File: src/hw/rtl/sst_pkg.sv
// Shared constants, codes and types for the session slot table.
package sst_pkg;

    localparam int SLOTS      = 8;
    localparam int SLOT_W     = (SLOTS > 1) ? $clog2(SLOTS) : 1;
    localparam int OP_W       = 3;
    localparam int ROLE_W     = 2;
    localparam int TOKEN_W    = 64;
    localparam int TIME_W     = 32;
    localparam int IDX_W      = 3;
    localparam int CFG_IDX_W  = 1;
    localparam int CFG_DATA_W = 32;
    localparam int CMD_W      = 3;

    localparam logic [OP_W-1:0] OP_LOGIN      = OP_W'(0);
    localparam logic [OP_W-1:0] OP_CHECK      = OP_W'(1);
    localparam logic [OP_W-1:0] OP_LOGOUT     = OP_W'(2);
    localparam logic [OP_W-1:0] OP_LOGOUT_ALL = OP_W'(3);
    localparam logic [OP_W-1:0] OP_DROP_USER  = OP_W'(4);

    localparam logic [ROLE_W-1:0] ROLE_NONE  = ROLE_W'(0);
    localparam logic [ROLE_W-1:0] ROLE_USER  = ROLE_W'(1);
    localparam logic [ROLE_W-1:0] ROLE_ADMIN = ROLE_W'(2);

    localparam logic [CFG_IDX_W-1:0] CFG_AUTH     = CFG_IDX_W'(0);
    localparam logic [CFG_IDX_W-1:0] CFG_LIFETIME = CFG_IDX_W'(1);

    localparam logic [TIME_W-1:0] LIFETIME_RESET = TIME_W'(86400);

    localparam logic [CMD_W-1:0] CMD_NONE       = CMD_W'(0);
    localparam logic [CMD_W-1:0] CMD_WRITE      = CMD_W'(1);
    localparam logic [CMD_W-1:0] CMD_TOUCH      = CMD_W'(2);
    localparam logic [CMD_W-1:0] CMD_CLEAR      = CMD_W'(3);
    localparam logic [CMD_W-1:0] CMD_CLEAR_ALL  = CMD_W'(4);
    localparam logic [CMD_W-1:0] CMD_CLEAR_USER = CMD_W'(5);

    typedef struct packed {
        logic              valid;
        logic              free_found;
        logic [SLOT_W-1:0] free_idx;
        logic              victim_found;
        logic [SLOT_W-1:0] victim_idx;
        logic [TIME_W-1:0] best_age;
        logic              match_found;
        logic [SLOT_W-1:0] match_idx;
        logic              match_admin;
        logic [TIME_W-1:0] match_created;
    } scan_t;

    typedef struct packed {
        logic [TOKEN_W-1:0] token;
        logic [TIME_W-1:0]  now;
        logic               admin;
    } key_t;

    typedef struct packed {
        logic [CMD_W-1:0]  kind;
        logic [SLOT_W-1:0] idx;
    } cmd_t;

endpackage

File: src/hw/rtl/sst_if.sv
// Handshake channel interfaces for requests, responses and configuration.
interface sst_req_if import sst_pkg::*; ();
    logic                valid;
    logic                ready;
    logic [OP_W-1:0]     operation;
    logic [ROLE_W-1:0]   granted_role;
    logic [TOKEN_W-1:0]  token;
    logic [TIME_W-1:0]   now_seconds;

    modport source (output valid, operation, granted_role, token, now_seconds,
                    input ready);
    modport sink   (input valid, operation, granted_role, token, now_seconds,
                    output ready);
endinterface

interface sst_rsp_if import sst_pkg::*; ();
    logic              valid;
    logic              ready;
    logic [ROLE_W-1:0] result_role;
    logic [IDX_W-1:0]  slot_index;
    logic              slot_valid;
    logic              evicted;
    logic              expired;

    modport source (output valid, result_role, slot_index, slot_valid, evicted, expired,
                    input ready);
    modport sink   (input valid, result_role, slot_index, slot_valid, evicted, expired,
                    output ready);
endinterface

interface sst_cfg_if import sst_pkg::*; ();
    logic                  valid;
    logic                  ready;
    logic [CFG_IDX_W-1:0]  index;
    logic [CFG_DATA_W-1:0] data;

    modport source (output valid, index, data, input ready);
    modport sink   (input valid, index, data, output ready);
endinterface

File: src/hw/rtl/sst_cell.sv
// One table slot: holds a session and folds its view into the passing scan record.
module sst_cell import sst_pkg::*;
(
    input  logic              clk,
    input  logic              rst_n,
    input  logic [SLOT_W-1:0] cell_idx,
    input  key_t              key,
    input  cmd_t              cmd,
    input  scan_t             scan_in,
    output scan_t             scan_out
);

    logic               active_reg, active_next;
    logic [TOKEN_W-1:0] token_reg, token_next;
    logic               admin_reg, admin_next;
    logic [TIME_W-1:0]  created_reg, created_next;
    logic [TIME_W-1:0]  used_reg, used_next;
    scan_t              scan_reg, scan_next;
    logic               mine;
    logic [TIME_W-1:0]  age;

    assign mine = (cmd.idx == cell_idx);
    assign age  = key.now - used_reg;

    always_comb
    begin
        active_next  = active_reg;
        token_next   = token_reg;
        admin_next   = admin_reg;
        created_next = created_reg;
        used_next    = used_reg;
        case (cmd.kind)
            CMD_WRITE:
            begin
                if (mine)
                begin
                    active_next  = 1'b1;
                    token_next   = key.token;
                    admin_next   = key.admin;
                    created_next = key.now;
                    used_next    = key.now;
                end
            end
            CMD_TOUCH:
            begin
                if (mine)
                    used_next = key.now;
            end
            CMD_CLEAR:
            begin
                if (mine)
                    active_next = 1'b0;
            end
            CMD_CLEAR_ALL:
                active_next = 1'b0;
            CMD_CLEAR_USER:
            begin
                if (!admin_reg)
                    active_next = 1'b0;
            end
            default: ;
        endcase
    end

    always_comb
    begin
        scan_next = scan_in;
        if (active_reg)
        begin
            if (!scan_in.free_found && (key.admin || !admin_reg))
            begin
                if (!scan_in.victim_found || age > scan_in.best_age)
                begin
                    scan_next.victim_found = 1'b1;
                    scan_next.victim_idx   = cell_idx;
                    scan_next.best_age     = age;
                end
            end
            if (!scan_in.match_found && key.token != '0 && token_reg == key.token)
            begin
                scan_next.match_found   = 1'b1;
                scan_next.match_idx     = cell_idx;
                scan_next.match_admin   = admin_reg;
                scan_next.match_created = created_reg;
            end
        end
        else if (!scan_in.free_found)
        begin
            scan_next.free_found = 1'b1;
            scan_next.free_idx   = cell_idx;
        end
    end

    always_ff @(posedge clk or negedge rst_n)
    begin
        if (!rst_n)
        begin
            active_reg <= 1'b0;
            scan_reg   <= '0;
        end
        else
        begin
            active_reg <= active_next;
            scan_reg   <= scan_next;
        end
    end

    always_ff @(posedge clk)
    begin
        token_reg   <= token_next;
        admin_reg   <= admin_next;
        created_reg <= created_next;
        used_reg    <= used_next;
    end

    assign scan_out = scan_reg;

endmodule

File: src/hw/rtl/sst_ctrl.sv
// Sequencer: takes requests, launches the slot scan, decides and issues updates.
module sst_ctrl import sst_pkg::*;
(
    input  logic            clk,
    input  logic            rst_n,
    sst_req_if.sink         req,
    sst_rsp_if.source       rsp,
    sst_cfg_if.sink         cfg,
    output key_t            key,
    output cmd_t            cmd,
    output scan_t           scan_start,
    input  scan_t           scan_done
);

    localparam logic [1:0] ST_IDLE   = 2'd0;
    localparam logic [1:0] ST_SCAN   = 2'd1;
    localparam logic [1:0] ST_FINISH = 2'd2;

    logic [1:0]        state_reg, state_next;
    logic [OP_W-1:0]   op_reg, op_next;
    logic [ROLE_W-1:0] role_reg, role_next;
    key_t              key_reg, key_next;
    logic              launch_reg, launch_next;
    scan_t             found_reg, found_next;
    logic              auth_reg, auth_next;
    logic [TIME_W-1:0] lifetime_reg, lifetime_next;

    logic              out_valid_reg, out_valid_next;
    logic [ROLE_W-1:0] out_role_reg, out_role_next;
    logic [IDX_W-1:0]  out_idx_reg, out_idx_next;
    logic              out_slot_reg, out_slot_next;
    logic              out_ev_reg, out_ev_next;
    logic              out_ex_reg, out_ex_next;

    logic              accept;
    logic              req_role_ok;
    logic              needs_scan;
    logic              fire;
    logic              login_ok;
    logic [TIME_W-1:0] age;
    logic [ROLE_W-1:0] res_role;
    logic [SLOT_W-1:0] res_idx;
    logic              res_slot, res_ev, res_ex;
    cmd_t              res_cmd;

    assign req.ready = (state_reg == ST_IDLE);
    assign accept    = req.valid && req.ready;
    assign cfg.ready = 1'b1;

    assign req_role_ok = (req.granted_role == ROLE_USER) || (req.granted_role == ROLE_ADMIN);
    assign needs_scan  = ((req.operation == OP_LOGIN) && auth_reg && req_role_ok
                          && req.token != '0)
                      || ((req.operation == OP_CHECK) && auth_reg)
                      || (req.operation == OP_LOGOUT);

    assign fire     = (state_reg == ST_FINISH) && (!out_valid_reg || rsp.ready);
    assign login_ok = ((role_reg == ROLE_USER) || (role_reg == ROLE_ADMIN))
                   && key_reg.token != '0;
    assign age      = key_reg.now - found_reg.match_created;

    // decide the answer and the table update for the finished item
    always_comb
    begin
        res_role     = ROLE_NONE;
        res_idx      = '0;
        res_slot     = 1'b0;
        res_ev       = 1'b0;
        res_ex       = 1'b0;
        res_cmd.kind = CMD_NONE;
        res_cmd.idx  = '0;
        case (op_reg)
            OP_LOGIN:
            begin
                if (!auth_reg)
                    res_role = ROLE_ADMIN;
                else if (login_ok && found_reg.free_found)
                begin
                    res_role     = role_reg;
                    res_idx      = found_reg.free_idx;
                    res_slot     = 1'b1;
                    res_cmd.kind = CMD_WRITE;
                    res_cmd.idx  = found_reg.free_idx;
                end
                else if (login_ok && found_reg.victim_found)
                begin
                    res_role     = role_reg;
                    res_idx      = found_reg.victim_idx;
                    res_slot     = 1'b1;
                    res_ev       = 1'b1;
                    res_cmd.kind = CMD_WRITE;
                    res_cmd.idx  = found_reg.victim_idx;
                end
            end
            OP_CHECK:
            begin
                if (!auth_reg)
                    res_role = ROLE_ADMIN;
                else if (found_reg.match_found)
                begin
                    res_idx     = found_reg.match_idx;
                    res_slot    = 1'b1;
                    res_cmd.idx = found_reg.match_idx;
                    if (age > lifetime_reg)
                    begin
                        res_ex       = 1'b1;
                        res_cmd.kind = CMD_CLEAR;
                    end
                    else
                    begin
                        res_role     = found_reg.match_admin ? ROLE_ADMIN : ROLE_USER;
                        res_cmd.kind = CMD_TOUCH;
                    end
                end
            end
            OP_LOGOUT:
            begin
                if (found_reg.match_found)
                begin
                    res_idx      = found_reg.match_idx;
                    res_slot     = 1'b1;
                    res_cmd.kind = CMD_CLEAR;
                    res_cmd.idx  = found_reg.match_idx;
                end
            end
            OP_LOGOUT_ALL:
                res_cmd.kind = CMD_CLEAR_ALL;
            OP_DROP_USER:
                res_cmd.kind = CMD_CLEAR_USER;
            default: ;
        endcase
    end

    always_comb
    begin
        state_next     = state_reg;
        op_next        = op_reg;
        role_next      = role_reg;
        key_next       = key_reg;
        launch_next    = 1'b0;
        found_next     = found_reg;
        auth_next      = auth_reg;
        lifetime_next  = lifetime_reg;
        out_valid_next = out_valid_reg;
        out_role_next  = out_role_reg;
        out_idx_next   = out_idx_reg;
        out_slot_next  = out_slot_reg;
        out_ev_next    = out_ev_reg;
        out_ex_next    = out_ex_reg;

        if (cfg.valid)
        begin
            case (cfg.index)
                CFG_AUTH:     auth_next     = cfg.data[0];
                CFG_LIFETIME: lifetime_next = cfg.data[TIME_W-1:0];
                default: ;
            endcase
        end

        if (rsp.valid && rsp.ready)
            out_valid_next = 1'b0;

        case (state_reg)
            ST_IDLE:
            begin
                if (accept)
                begin
                    op_next        = req.operation;
                    role_next      = req.granted_role;
                    key_next.token = req.token;
                    key_next.now   = req.now_seconds;
                    key_next.admin = (req.granted_role == ROLE_ADMIN);
                    launch_next    = needs_scan;
                    state_next     = needs_scan ? ST_SCAN : ST_FINISH;
                end
            end
            ST_SCAN:
            begin
                if (scan_done.valid)
                begin
                    found_next = scan_done;
                    state_next = ST_FINISH;
                end
            end
            ST_FINISH:
            begin
                if (fire)
                begin
                    out_valid_next = 1'b1;
                    out_role_next  = res_role;
                    out_idx_next   = IDX_W'(res_idx);
                    out_slot_next  = res_slot;
                    out_ev_next    = res_ev;
                    out_ex_next    = res_ex;
                    state_next     = ST_IDLE;
                end
            end
            default:
                state_next = ST_IDLE;
        endcase
    end

    always_ff @(posedge clk or negedge rst_n)
    begin
        if (!rst_n)
        begin
            state_reg     <= ST_IDLE;
            launch_reg    <= 1'b0;
            auth_reg      <= 1'b0;
            lifetime_reg  <= LIFETIME_RESET;
            out_valid_reg <= 1'b0;
        end
        else
        begin
            state_reg     <= state_next;
            launch_reg    <= launch_next;
            auth_reg      <= auth_next;
            lifetime_reg  <= lifetime_next;
            out_valid_reg <= out_valid_next;
        end
    end

    always_ff @(posedge clk)
    begin
        op_reg       <= op_next;
        role_reg     <= role_next;
        key_reg      <= key_next;
        found_reg    <= found_next;
        out_role_reg <= out_role_next;
        out_idx_reg  <= out_idx_next;
        out_slot_reg <= out_slot_next;
        out_ev_reg   <= out_ev_next;
        out_ex_reg   <= out_ex_next;
    end

    always_comb
    begin
        scan_start       = '0;
        scan_start.valid = launch_reg;
    end

    assign key             = key_reg;
    assign cmd.kind        = fire ? res_cmd.kind : CMD_NONE;
    assign cmd.idx         = res_cmd.idx;
    assign rsp.valid       = out_valid_reg;
    assign rsp.result_role = out_role_reg;
    assign rsp.slot_index  = out_idx_reg;
    assign rsp.slot_valid  = out_slot_reg;
    assign rsp.evicted     = out_ev_reg;
    assign rsp.expired     = out_ex_reg;

endmodule

File: src/hw/rtl/session_slot_table_lru_unit.sv
// Top level of the session slot table: sequencer and the chain of slot cells.
//
// Channels: req takes one operation item (login, check role, logout, logout
// all, drop user sessions) with its role, token and time; rsp returns exactly
// one item per request; cfg writes auth_enabled (index 0) and
// session_lifetime (index 1) and is always ready.
// Lookup: an item that looks up the table walks a scan record through the
// SLOTS cells, one cell per cycle; the sequencer then registers the scan
// result and loads the answer into the output register. Items that need no
// lookup go straight to the finish step. The table update is applied in the
// cycle the result is loaded.
// Flow: one item at a time; req.ready is high only while the sequencer is
// idle, so a new item is accepted only once the last one has been loaded
// into the output register.
// Reset: all slots inactive, authentication off, lifetime 86400 seconds.
// Stall: the result sits in an output register; a new item is accepted
// while it waits, and that item's result holds in the sequencer until the
// output register is taken.
module session_slot_table_lru_unit import sst_pkg::*;
(
    input  logic      clk,
    input  logic      rst_n,
    sst_req_if.sink   req,
    sst_rsp_if.source rsp,
    sst_cfg_if.sink   cfg
);

    key_t  key;
    cmd_t  cmd;
    scan_t chain [SLOTS+1];

    sst_ctrl u_ctrl
    (
        .clk        (clk),
        .rst_n      (rst_n),
        .req        (req),
        .rsp        (rsp),
        .cfg        (cfg),
        .key        (key),
        .cmd        (cmd),
        .scan_start (chain[0]),
        .scan_done  (chain[SLOTS])
    );

    for (genvar k = 0; k < SLOTS; k++)
    begin : g_slot
        sst_cell u_slot
        (
            .clk      (clk),
            .rst_n    (rst_n),
            .cell_idx (SLOT_W'(k)),
            .key      (key),
            .cmd      (cmd),
            .scan_in  (chain[k]),
            .scan_out (chain[k+1])
        );
    end

endmodule

File: src/flat_wrapper.sv
// flat-port wrapper written by rule: the top's interface ports become plain ports
module session_slot_table_lru_unit_flat import sst_pkg::*;
  (clk, rst_n, req_valid, req_operation, req_granted_role, req_token, req_now_seconds, req_ready, rsp_valid, rsp_result_role, rsp_slot_index, rsp_slot_valid, rsp_evicted, rsp_expired, rsp_ready, cfg_valid, cfg_index, cfg_data, cfg_ready);
  sst_req_if req_i ();
  sst_rsp_if rsp_i ();
  sst_cfg_if cfg_i ();
  input  logic clk;
  input  logic rst_n;
  input wire logic [$bits(req_i.valid)-1:0] req_valid;
  input wire logic [$bits(req_i.operation)-1:0] req_operation;
  input wire logic [$bits(req_i.granted_role)-1:0] req_granted_role;
  input wire logic [$bits(req_i.token)-1:0] req_token;
  input wire logic [$bits(req_i.now_seconds)-1:0] req_now_seconds;
  output wire logic [$bits(req_i.ready)-1:0] req_ready;
  output wire logic [$bits(rsp_i.valid)-1:0] rsp_valid;
  output wire logic [$bits(rsp_i.result_role)-1:0] rsp_result_role;
  output wire logic [$bits(rsp_i.slot_index)-1:0] rsp_slot_index;
  output wire logic [$bits(rsp_i.slot_valid)-1:0] rsp_slot_valid;
  output wire logic [$bits(rsp_i.evicted)-1:0] rsp_evicted;
  output wire logic [$bits(rsp_i.expired)-1:0] rsp_expired;
  input wire logic [$bits(rsp_i.ready)-1:0] rsp_ready;
  input wire logic [$bits(cfg_i.valid)-1:0] cfg_valid;
  input wire logic [$bits(cfg_i.index)-1:0] cfg_index;
  input wire logic [$bits(cfg_i.data)-1:0] cfg_data;
  output wire logic [$bits(cfg_i.ready)-1:0] cfg_ready;
  assign req_i.valid = req_valid;
  assign req_i.operation = req_operation;
  assign req_i.granted_role = req_granted_role;
  assign req_i.token = req_token;
  assign req_i.now_seconds = req_now_seconds;
  assign req_ready = req_i.ready;
  assign rsp_valid = rsp_i.valid;
  assign rsp_result_role = rsp_i.result_role;
  assign rsp_slot_index = rsp_i.slot_index;
  assign rsp_slot_valid = rsp_i.slot_valid;
  assign rsp_evicted = rsp_i.evicted;
  assign rsp_expired = rsp_i.expired;
  assign rsp_i.ready = rsp_ready;
  assign cfg_i.valid = cfg_valid;
  assign cfg_i.index = cfg_index;
  assign cfg_i.data = cfg_data;
  assign cfg_ready = cfg_i.ready;
  session_slot_table_lru_unit u_core (.clk(clk), .rst_n(rst_n), .req(req_i), .rsp(rsp_i), .cfg(cfg_i));
endmodule
File: config.mk
export PLATFORM = sky130hd
export DESIGN_NAME = session_slot_table_lru_unit_flat
export DESIGN_NICKNAME = d
export VERILOG_FILES = /design/src/hw/rtl/sst_pkg.sv /design/src/hw/rtl/sst_if.sv /design/src/hw/rtl/sst_cell.sv /design/src/hw/rtl/sst_ctrl.sv /design/src/hw/rtl/session_slot_table_lru_unit.sv /design/src/flat_wrapper.sv
export SDC_FILE = /design/constraint.sdc
export NUM_CORES = 2
export LEC_CHECK = 0
export BUFFER_PORTS_ARGS = -buffer_cell sky130_fd_sc_hd__buf_4
export CAP_MARGIN = 20
export CORE_MARGIN = 5
export CORE_UTILIZATION = 46
export CTS_CLUSTER_DIAMETER = 150
export CTS_CLUSTER_SIZE = 20
export DETAILED_ROUTE_END_ITERATION = 16
export GPL_TIMING_DRIVEN = 1
export PLACE_DENSITY = 0.68
export SYNTH_ARGS = -nofsm -noshare
export SYNTH_HDL_FRONTEND = slang
export SYNTH_SLANG_ARGS = --single-unit
File: constraint.sdc
create_clock -name clk -period 29.7 [get_ports clk]
set_clock_uncertainty 0.1 [all_clocks]
set_input_delay 5.94 -clock clk [delete_from_list [all_inputs] [get_ports clk]]
set_output_delay 5.94 -clock clk [all_outputs]
set_load 0.02 [all_outputs]
Word-level counts from Yosys, hierarchy flattened
Cells that the tools add are included.
{"block": "word_totals", "romBits": 0, "ramBits": 0, "register_bits": 1824, "memories": 0, "output_inout_bits": 11, "word_cells": 462, "latchBits": 0, "in_bits": 139}
{"block": "op_classes", "div": 0, "n_addsub": 9, "n_reduce_logical": 122, "n_mux": 119, "n_mul": 0, "magnitude_cmp": 8, "eq_ne": 59, "shifts": 0, "n_bitwise": 3}
{"op": "73-bit 2-to-1 mux", "n": 8}
{"op": "36-bit 2-to-1 mux", "n": 15}
{"op": "64-bit == test", "n": 8}
{"op": "37-bit 2-to-1 mux", "n": 8}
{"op": "32-bit subtractor", "n": 9}
{"op": "32-bit greater-than comparator", "n": 8}
{"op": "64-bit nonzero test", "n": 2}
{"op": "2-bit != test, second input constant", "n": 26}
{"op": "4-bit 2-to-1 mux", "n": 11}
{"op": "2-bit AND reduction", "n": 21}
{"op": "3-bit 2-to-1 mux", "n": 13}
{"op": "1-bit 2-to-1 mux", "n": 36}
{"op": "1-bit logical AND", "n": 32}
{"op": "1-bit case mux with 4 select lines", "n": 8}
{"op": "4-bit AND reduction", "n": 8}
{"op": "1-bit logical NOT", "n": 30}
{"op": "2-bit 2-to-1 mux", "n": 11}
{"op": "3-bit by 2-bit == test with 1-bit output, second input constant", "n": 7}
{"op": "3-bit == test, second input constant", "n": 7}
{"op": "1-bit logical OR", "n": 20}
{"op": "3-bit case mux with 3 select lines", "n": 2}
{"op": "5-bit 2-to-1 mux", "n": 3}
{"op": "3-bit case mux with 5 select lines", "n": 1}
{"op": "3-bit by 1-bit == test with 1-bit output, second input constant", "n": 4}
{"op": "other kinds (13)", "n": 22}

Logic depth before layout (Yosys ltp)
{"block": "depth", "word_depth": 12, "mapped_depth": 26}

Hierarchy
From an unflattened synthesis, not the netlist that was laid out.
{"block": "unflattened", "hier_cells": 7477, "hier_area_um2": 93707.4}
{"module": "sst_cell (u_core.g_slot[1].u_slot ...)", "instances": 3, "cells_per_inst": 814, "area_per_inst_um2": 10503.8}
{"module": "sst_cell (u_core.g_slot[0].u_slot)", "instances": 1, "cells_per_inst": 886, "area_per_inst_um2": 10659.0}
{"module": "sst_cell (u_core.g_slot[7].u_slot)", "instances": 1, "cells_per_inst": 861, "area_per_inst_um2": 10632.7}
{"module": "sst_cell (u_core.g_slot[6].u_slot)", "instances": 1, "cells_per_inst": 820, "area_per_inst_um2": 10353.7}
{"module": "sst_cell (u_core.g_slot[4].u_slot)", "instances": 1, "cells_per_inst": 823, "area_per_inst_um2": 10317.4}
{"module": "sst_cell (u_core.g_slot[5].u_slot)", "instances": 1, "cells_per_inst": 823, "area_per_inst_um2": 10244.8}
{"module": "sst_ctrl", "instances": 1, "cells_per_inst": 820, "area_per_inst_um2": 9980.8}
{"module": "session_slot_table_lru_unit", "instances": 1, "cells_per_inst": 2, "area_per_inst_um2": 7.5}

Worst setup path after synthesis
Ideal clock, no wire load.
{"block": "synth_path", "kind": "input port to flip-flop", "start": "in rsp_ready", "end": "reg u_core.g_slot[4].u_slot.admin_reg (enable)", "slack_ps": 17900, "n_path_buf": 1, "path_stages": 7, "arrival_time_ps": 11146, "required_ps": 29046, "setup_ps": 554, "cell_sequence": "nand2b_1 -> nand3_1 -> nor3b_1 -> nand2_1 -> or2_1 -> clkbuf_1 -> nor2_1"}
{"block": "synth_via", "elab_chain_cells": 5}
{"item": "start: declaration", "line": "flat_wrapper.sv:21", "source": "input wire logic [$bits(rsp_i.ready)-1:0] rsp_ready;"}
{"item": "1-bit logical OR", "line": "sst_ctrl.sv:56", "source": "assign fire = (state_reg == ST_FINISH) && (!out_valid_reg || rsp.ready);"}
{"item": "1-bit logical AND", "line": "sst_ctrl.sv:56"}
{"item": "3-bit 2-to-1 mux", "line": "sst_ctrl.sv:242", "source": "assign cmd.kind = fire ? res_cmd.kind : CMD_NONE;"}
{"item": "3-bit by 1-bit == test with 1-bit output", "line": "sst_cell.sv:32", "source": "case (cmd.kind)"}
{"item": "2-bit AND reduction (no line)"}
{"item": "end signal: assignment", "line": "sst_cell.sv:111", "source": "admin_reg <= admin_next;"}
{"item": "end: declaration", "line": "sst_cell.sv:15", "source": "logic admin_reg, admin_next;"}
No other way between the ends.
A chain may end at the register's enable or synchronous reset.

Worst setup path in the final report
{"block": "layout_path", "start": "in rsp_ready", "end": "reg u_core.g_slot[6].u_slot.token_reg[45] (enable)"}
{"block": "layout_via", "elab_chain_cells": 5}
{"item": "1-bit logical OR", "line": "sst_ctrl.sv:56"}
{"item": "1-bit logical AND", "line": "sst_ctrl.sv:56"}
{"item": "3-bit 2-to-1 mux", "line": "sst_ctrl.sv:242"}
{"item": "3-bit by 1-bit == test with 1-bit output", "line": "sst_cell.sv:32"}
{"item": "2-bit AND reduction (no line)"}
{"item": "end signal: assignment", "line": "sst_cell.sv:110", "source": "token_reg <= token_next;"}
{"item": "end: declaration", "line": "sst_cell.sv:14", "source": "logic [TOKEN_W-1:0] token_reg, token_next;"}
No other way between the ends.

==> metrics.md <==
| Metric | Value |
|---|---|
| GRT Total Usage | 22.8% |
| Global route overflow | 0 |
| Worst r2r src | u_core.u_ctrl.key[1] |
| Die area | 0.195 mm2 |
| R2R Setup Slk | 20.83 ns |
| Top-count cell post-synth | edfxtp_1 |
| Leakage | 39.1 nW |
| Area fraction of the dominant cell type after synthesis | 41.7% |
| Area grow syn2layout | 9.62% |
| Sink Count | 1803 |
| EDFF count, synth | 1187 |
| Area share of fa/ha/maj cells after synthesis | 8.05% |
| Placed Cells | 9455 |
| Simple-gate share of the synthesized area | 8.93% |
| Final cell count without fillers | 9655 |
| Core ar. | 0.185 mm2 |
| Clock-pin slew on the worst setup and hold paths | 0.09 ns |
| Synth top cells by count | edfxtp_1, inv_1, dfrtp_1 |
| Mapped Cells | 6789 |
| Unrepaired setup endpoints after global routing | no |
| Critical path arrival | 9.55 ns |
| Via density | 5.63 |
| Relative slew slack | 25.1% |
| Ys async rst share | 34.2% |
| Initial antenna violation count | 22 |
| R2R cell count | 25 |
| Critical Path Fanout Max | 66 |
| Initial Util | 46.2% |
| Net count after synthesis | 7473 |
| Wirelength per Cell | 23.3 um |
| First-pass detailed-route iteration total | 6 |
| Synth area leader | edfxtp_1 |
| Setup violations, final | 0 |
| Synth cell types | 102 |
| Vias post-DR | 54400 |
| Setup tns final | 0 ns |
| CTS H-tree depth | 3 |
| Max reg flops | 571 |
| Vias in the first global route | 52600 |
| Largest family of logic cells by synthesized area | compound AO/OA/AOI/OAI gates |
| Nets | 7765 |
| Syn_area_per_cell | 12.6 um2 |
| Outcome | completed |
| Largest net degree at the start of global routing | 170 |
| Min Tclk post-route | 9.28 ns |
| Critical Path Sink Type | register |
| Iter 0 DRT Violations | 5688 |
| Yosys reg bits | 1803 |
| Hold/Removal Path Class | reg2reg |
| Fmax | 108 MHz |
| Residual DRC | 0 |
| Mux cell area share after synthesis | 4.18% |
| Ports | 150 |
| Top FF cell, synth | edfxtp_1 |
| Final-layout fill cell count | 15700 |
| RR Endpoint | u_core.g_slot[6].u_slot.token_reg[45] |
| Period Utilization, post-route | 31.2% |
| Worst Path Required | 29.98 ns |
| Synth Cell Area | 0.0855 mm2 |
| Critical path class | in2reg |
| Yosys warning count | 0 |
| CTS Hold Bufs | 0 |
| Worst ir drop on vdd | 0.0000519 V |
| Post-synthesis compound-gate area fraction | 9.03% |
| Worst Tran Pin Value | 1.12 ns |
| Pwr Total | 4.20 mW |
| Dominant cells by area after synthesis | edfxtp_1, dfrtp_1, ha_1 |
| Core Rows | 158 |
| Register area share after synthesis | 59.7% |
| CTS tree | yes |
| Hold Vio Cnt, Final | 0 |
| Clock root cell | clkbuf_16 |
| Hpwl dp | 159 mm |
| Layout cells sized above 1 | 10.7% |
| Routability cong. | 0.955 |
| XOR/XNOR Fraction of Synth Area | 6.30% |
| CP startpoint | rsp_ready |
| Startpoint types | input port |
| Max-cap violations | 0 |
| Post-route ant nets | 0 |
| Die W | 441 um |
| Height of the die | 441 um |
| CTS resizes | 0 |
| Cell Area, Placed | 0.0907 mm2 |
| Clock buffer count from CTS | 100 |
| Clock Tree Buf Depth | 3 |
| Crit path capture | u_core.g_slot[6].u_slot.token_reg[45] |
| PortBufs | 148 |
| First-pass GRT wire length | 333 mm |
| Post-CTS Setup Inserts | 0 |
| WL final | 225 mm |
| Clock insertion delay at the later pin of the skew report | 0.80 ns |
| Pwr/cell area | 44.7 mW/mm2 |
| Post-layout instance area | 0.0938 mm2 |
| Slew Limit Fails | 0 |
[final cells by class]
type / instances / area [um2] / area share (%)
sequential: 1803 / 51100 / 54.5
multi-input combinational: 4154 / 31400 / 33.5
tap: 2480 / 3100 / 3.31
clock buffer: 180 / 2800 / 2.99
inverter: 695 / 2610 / 2.78
timing repair buffer: 327 / 2560 / 2.73
clock inverter: 8 / 190 / 0.203
antenna: 8 / 20.0 / 0.0213
[stage by stage]
step | hold WS [ns] | utilization [%] | setup WS (ns)
global placement | 0.234 | 48.9 | 19.58
finish | 0.247 | 50.6 | 20.42
CTS | 0.253 | 50.6 | 20.33
detailed placement | 0.238 | 48.9 | 19.53
global route | 0.262 | 50.6 | 20.21
floorplan | 0.231 | - | 17.90
[power by group]
| group | leakage (nW) | internal, mW | switching (mW) |
|---|---|---|---|
| registers | 18.5 | 2.66 | 0.00412 |
| clock network | 1.40 | 0.650 | 0.820 |
| logic | 19.2 | 0.0264 | 0.0366 |
[critical path: stages]
cell	delay, ns
buf_4	0.09
nand2b_1	0.14
nand3_1	0.15
nor3b_1	0.36
nand2_1	0.39
or2_1	0.72
nor2_4	0.86
buf_4	0.78
[logic make-up after synthesis]
family	Yosys count
other	1
AND/OR/NAND/NOR	1507
buffers and inverters	832
adder cells (fa/ha/maj)	545
multiplexers	318
AO/OA/AOI/OAI	1170
flip-flops	1803
XOR/XNOR	613
[metal layers]
layer | up-vias | GRT usage, % | wire (um)
met4 | 0 | 6.23 | 6620
met3 | 334 | 4.23 | 21000
met5 | - | 0 | 0
met2 | 2275 | 33.6 | 94800
met1 | 26800 | 34.8 | 103000
li1 | 25000 | - | -
[worst min path at each step]
stage,end,depth (start not counted),startpoint
final,u_core.g_slot[4].u_slot.scan_out[77],0,u_core.g_slot[3].u_slot.scan_out[77]
after global routing,u_core.g_slot[3].u_slot.scan_out[77],0,u_core.g_slot[2].u_slot.scan_out[77]
after CTS,u_core.g_slot[4].u_slot.scan_out[77],0,u_core.g_slot[3].u_slot.scan_out[77]
after detailed placement,u_core.g_slot[1].u_slot.scan_out[77],0,u_core.g_slot[0].u_slot.scan_out[77]
after global placement,u_core.g_slot[1].u_slot.scan_out[77],0,u_core.g_slot[0].u_slot.scan_out[77]
after floorplan,u_core.g_slot[0].u_slot.scan_out[77],0,u_core.u_ctrl.launch_reg
[layout by cell type (no fill, tap or decap), types with 14 or more instances in the layout]
cell type	netlist	layout
o21bai_1	34	34
and4_1	14	14
o21a_1	82	82
nand2b_1	98	98
inv_1	687	686
nor2_1	271	255
or2_2	25	25
a21o_1	187	187
clkbuf_1	52	80
o21ai_0	192	192
nand4_1	165	165
a221oi_1	33	33
a21oi_1	311	309
a31oi_1	25	25
nor2b_1	83	83
nand2_1	429	429
ha_1	536	536
nor4_1	112	107
and3_1	19	18
o211ai_1	21	21
clkbuf_16	0	100
a211oi_1	30	29
o21ai_1	23	22
nor3_1	75	74
edfxtp_1	1187	1187
o2111ai_1	15	15
nand3_1	76	75
o22ai_1	45	45
mux2_2	242	242
xnor2_1	405	405
mux2_1	69	69
dfrtp_1	611	611
o31ai_1	17	17
xor2_1	205	205
and2_1	57	57
or3_1	23	23
o2bb2ai_1	21	21
buf_4	5	319
(Power assumes the default switching activity.)
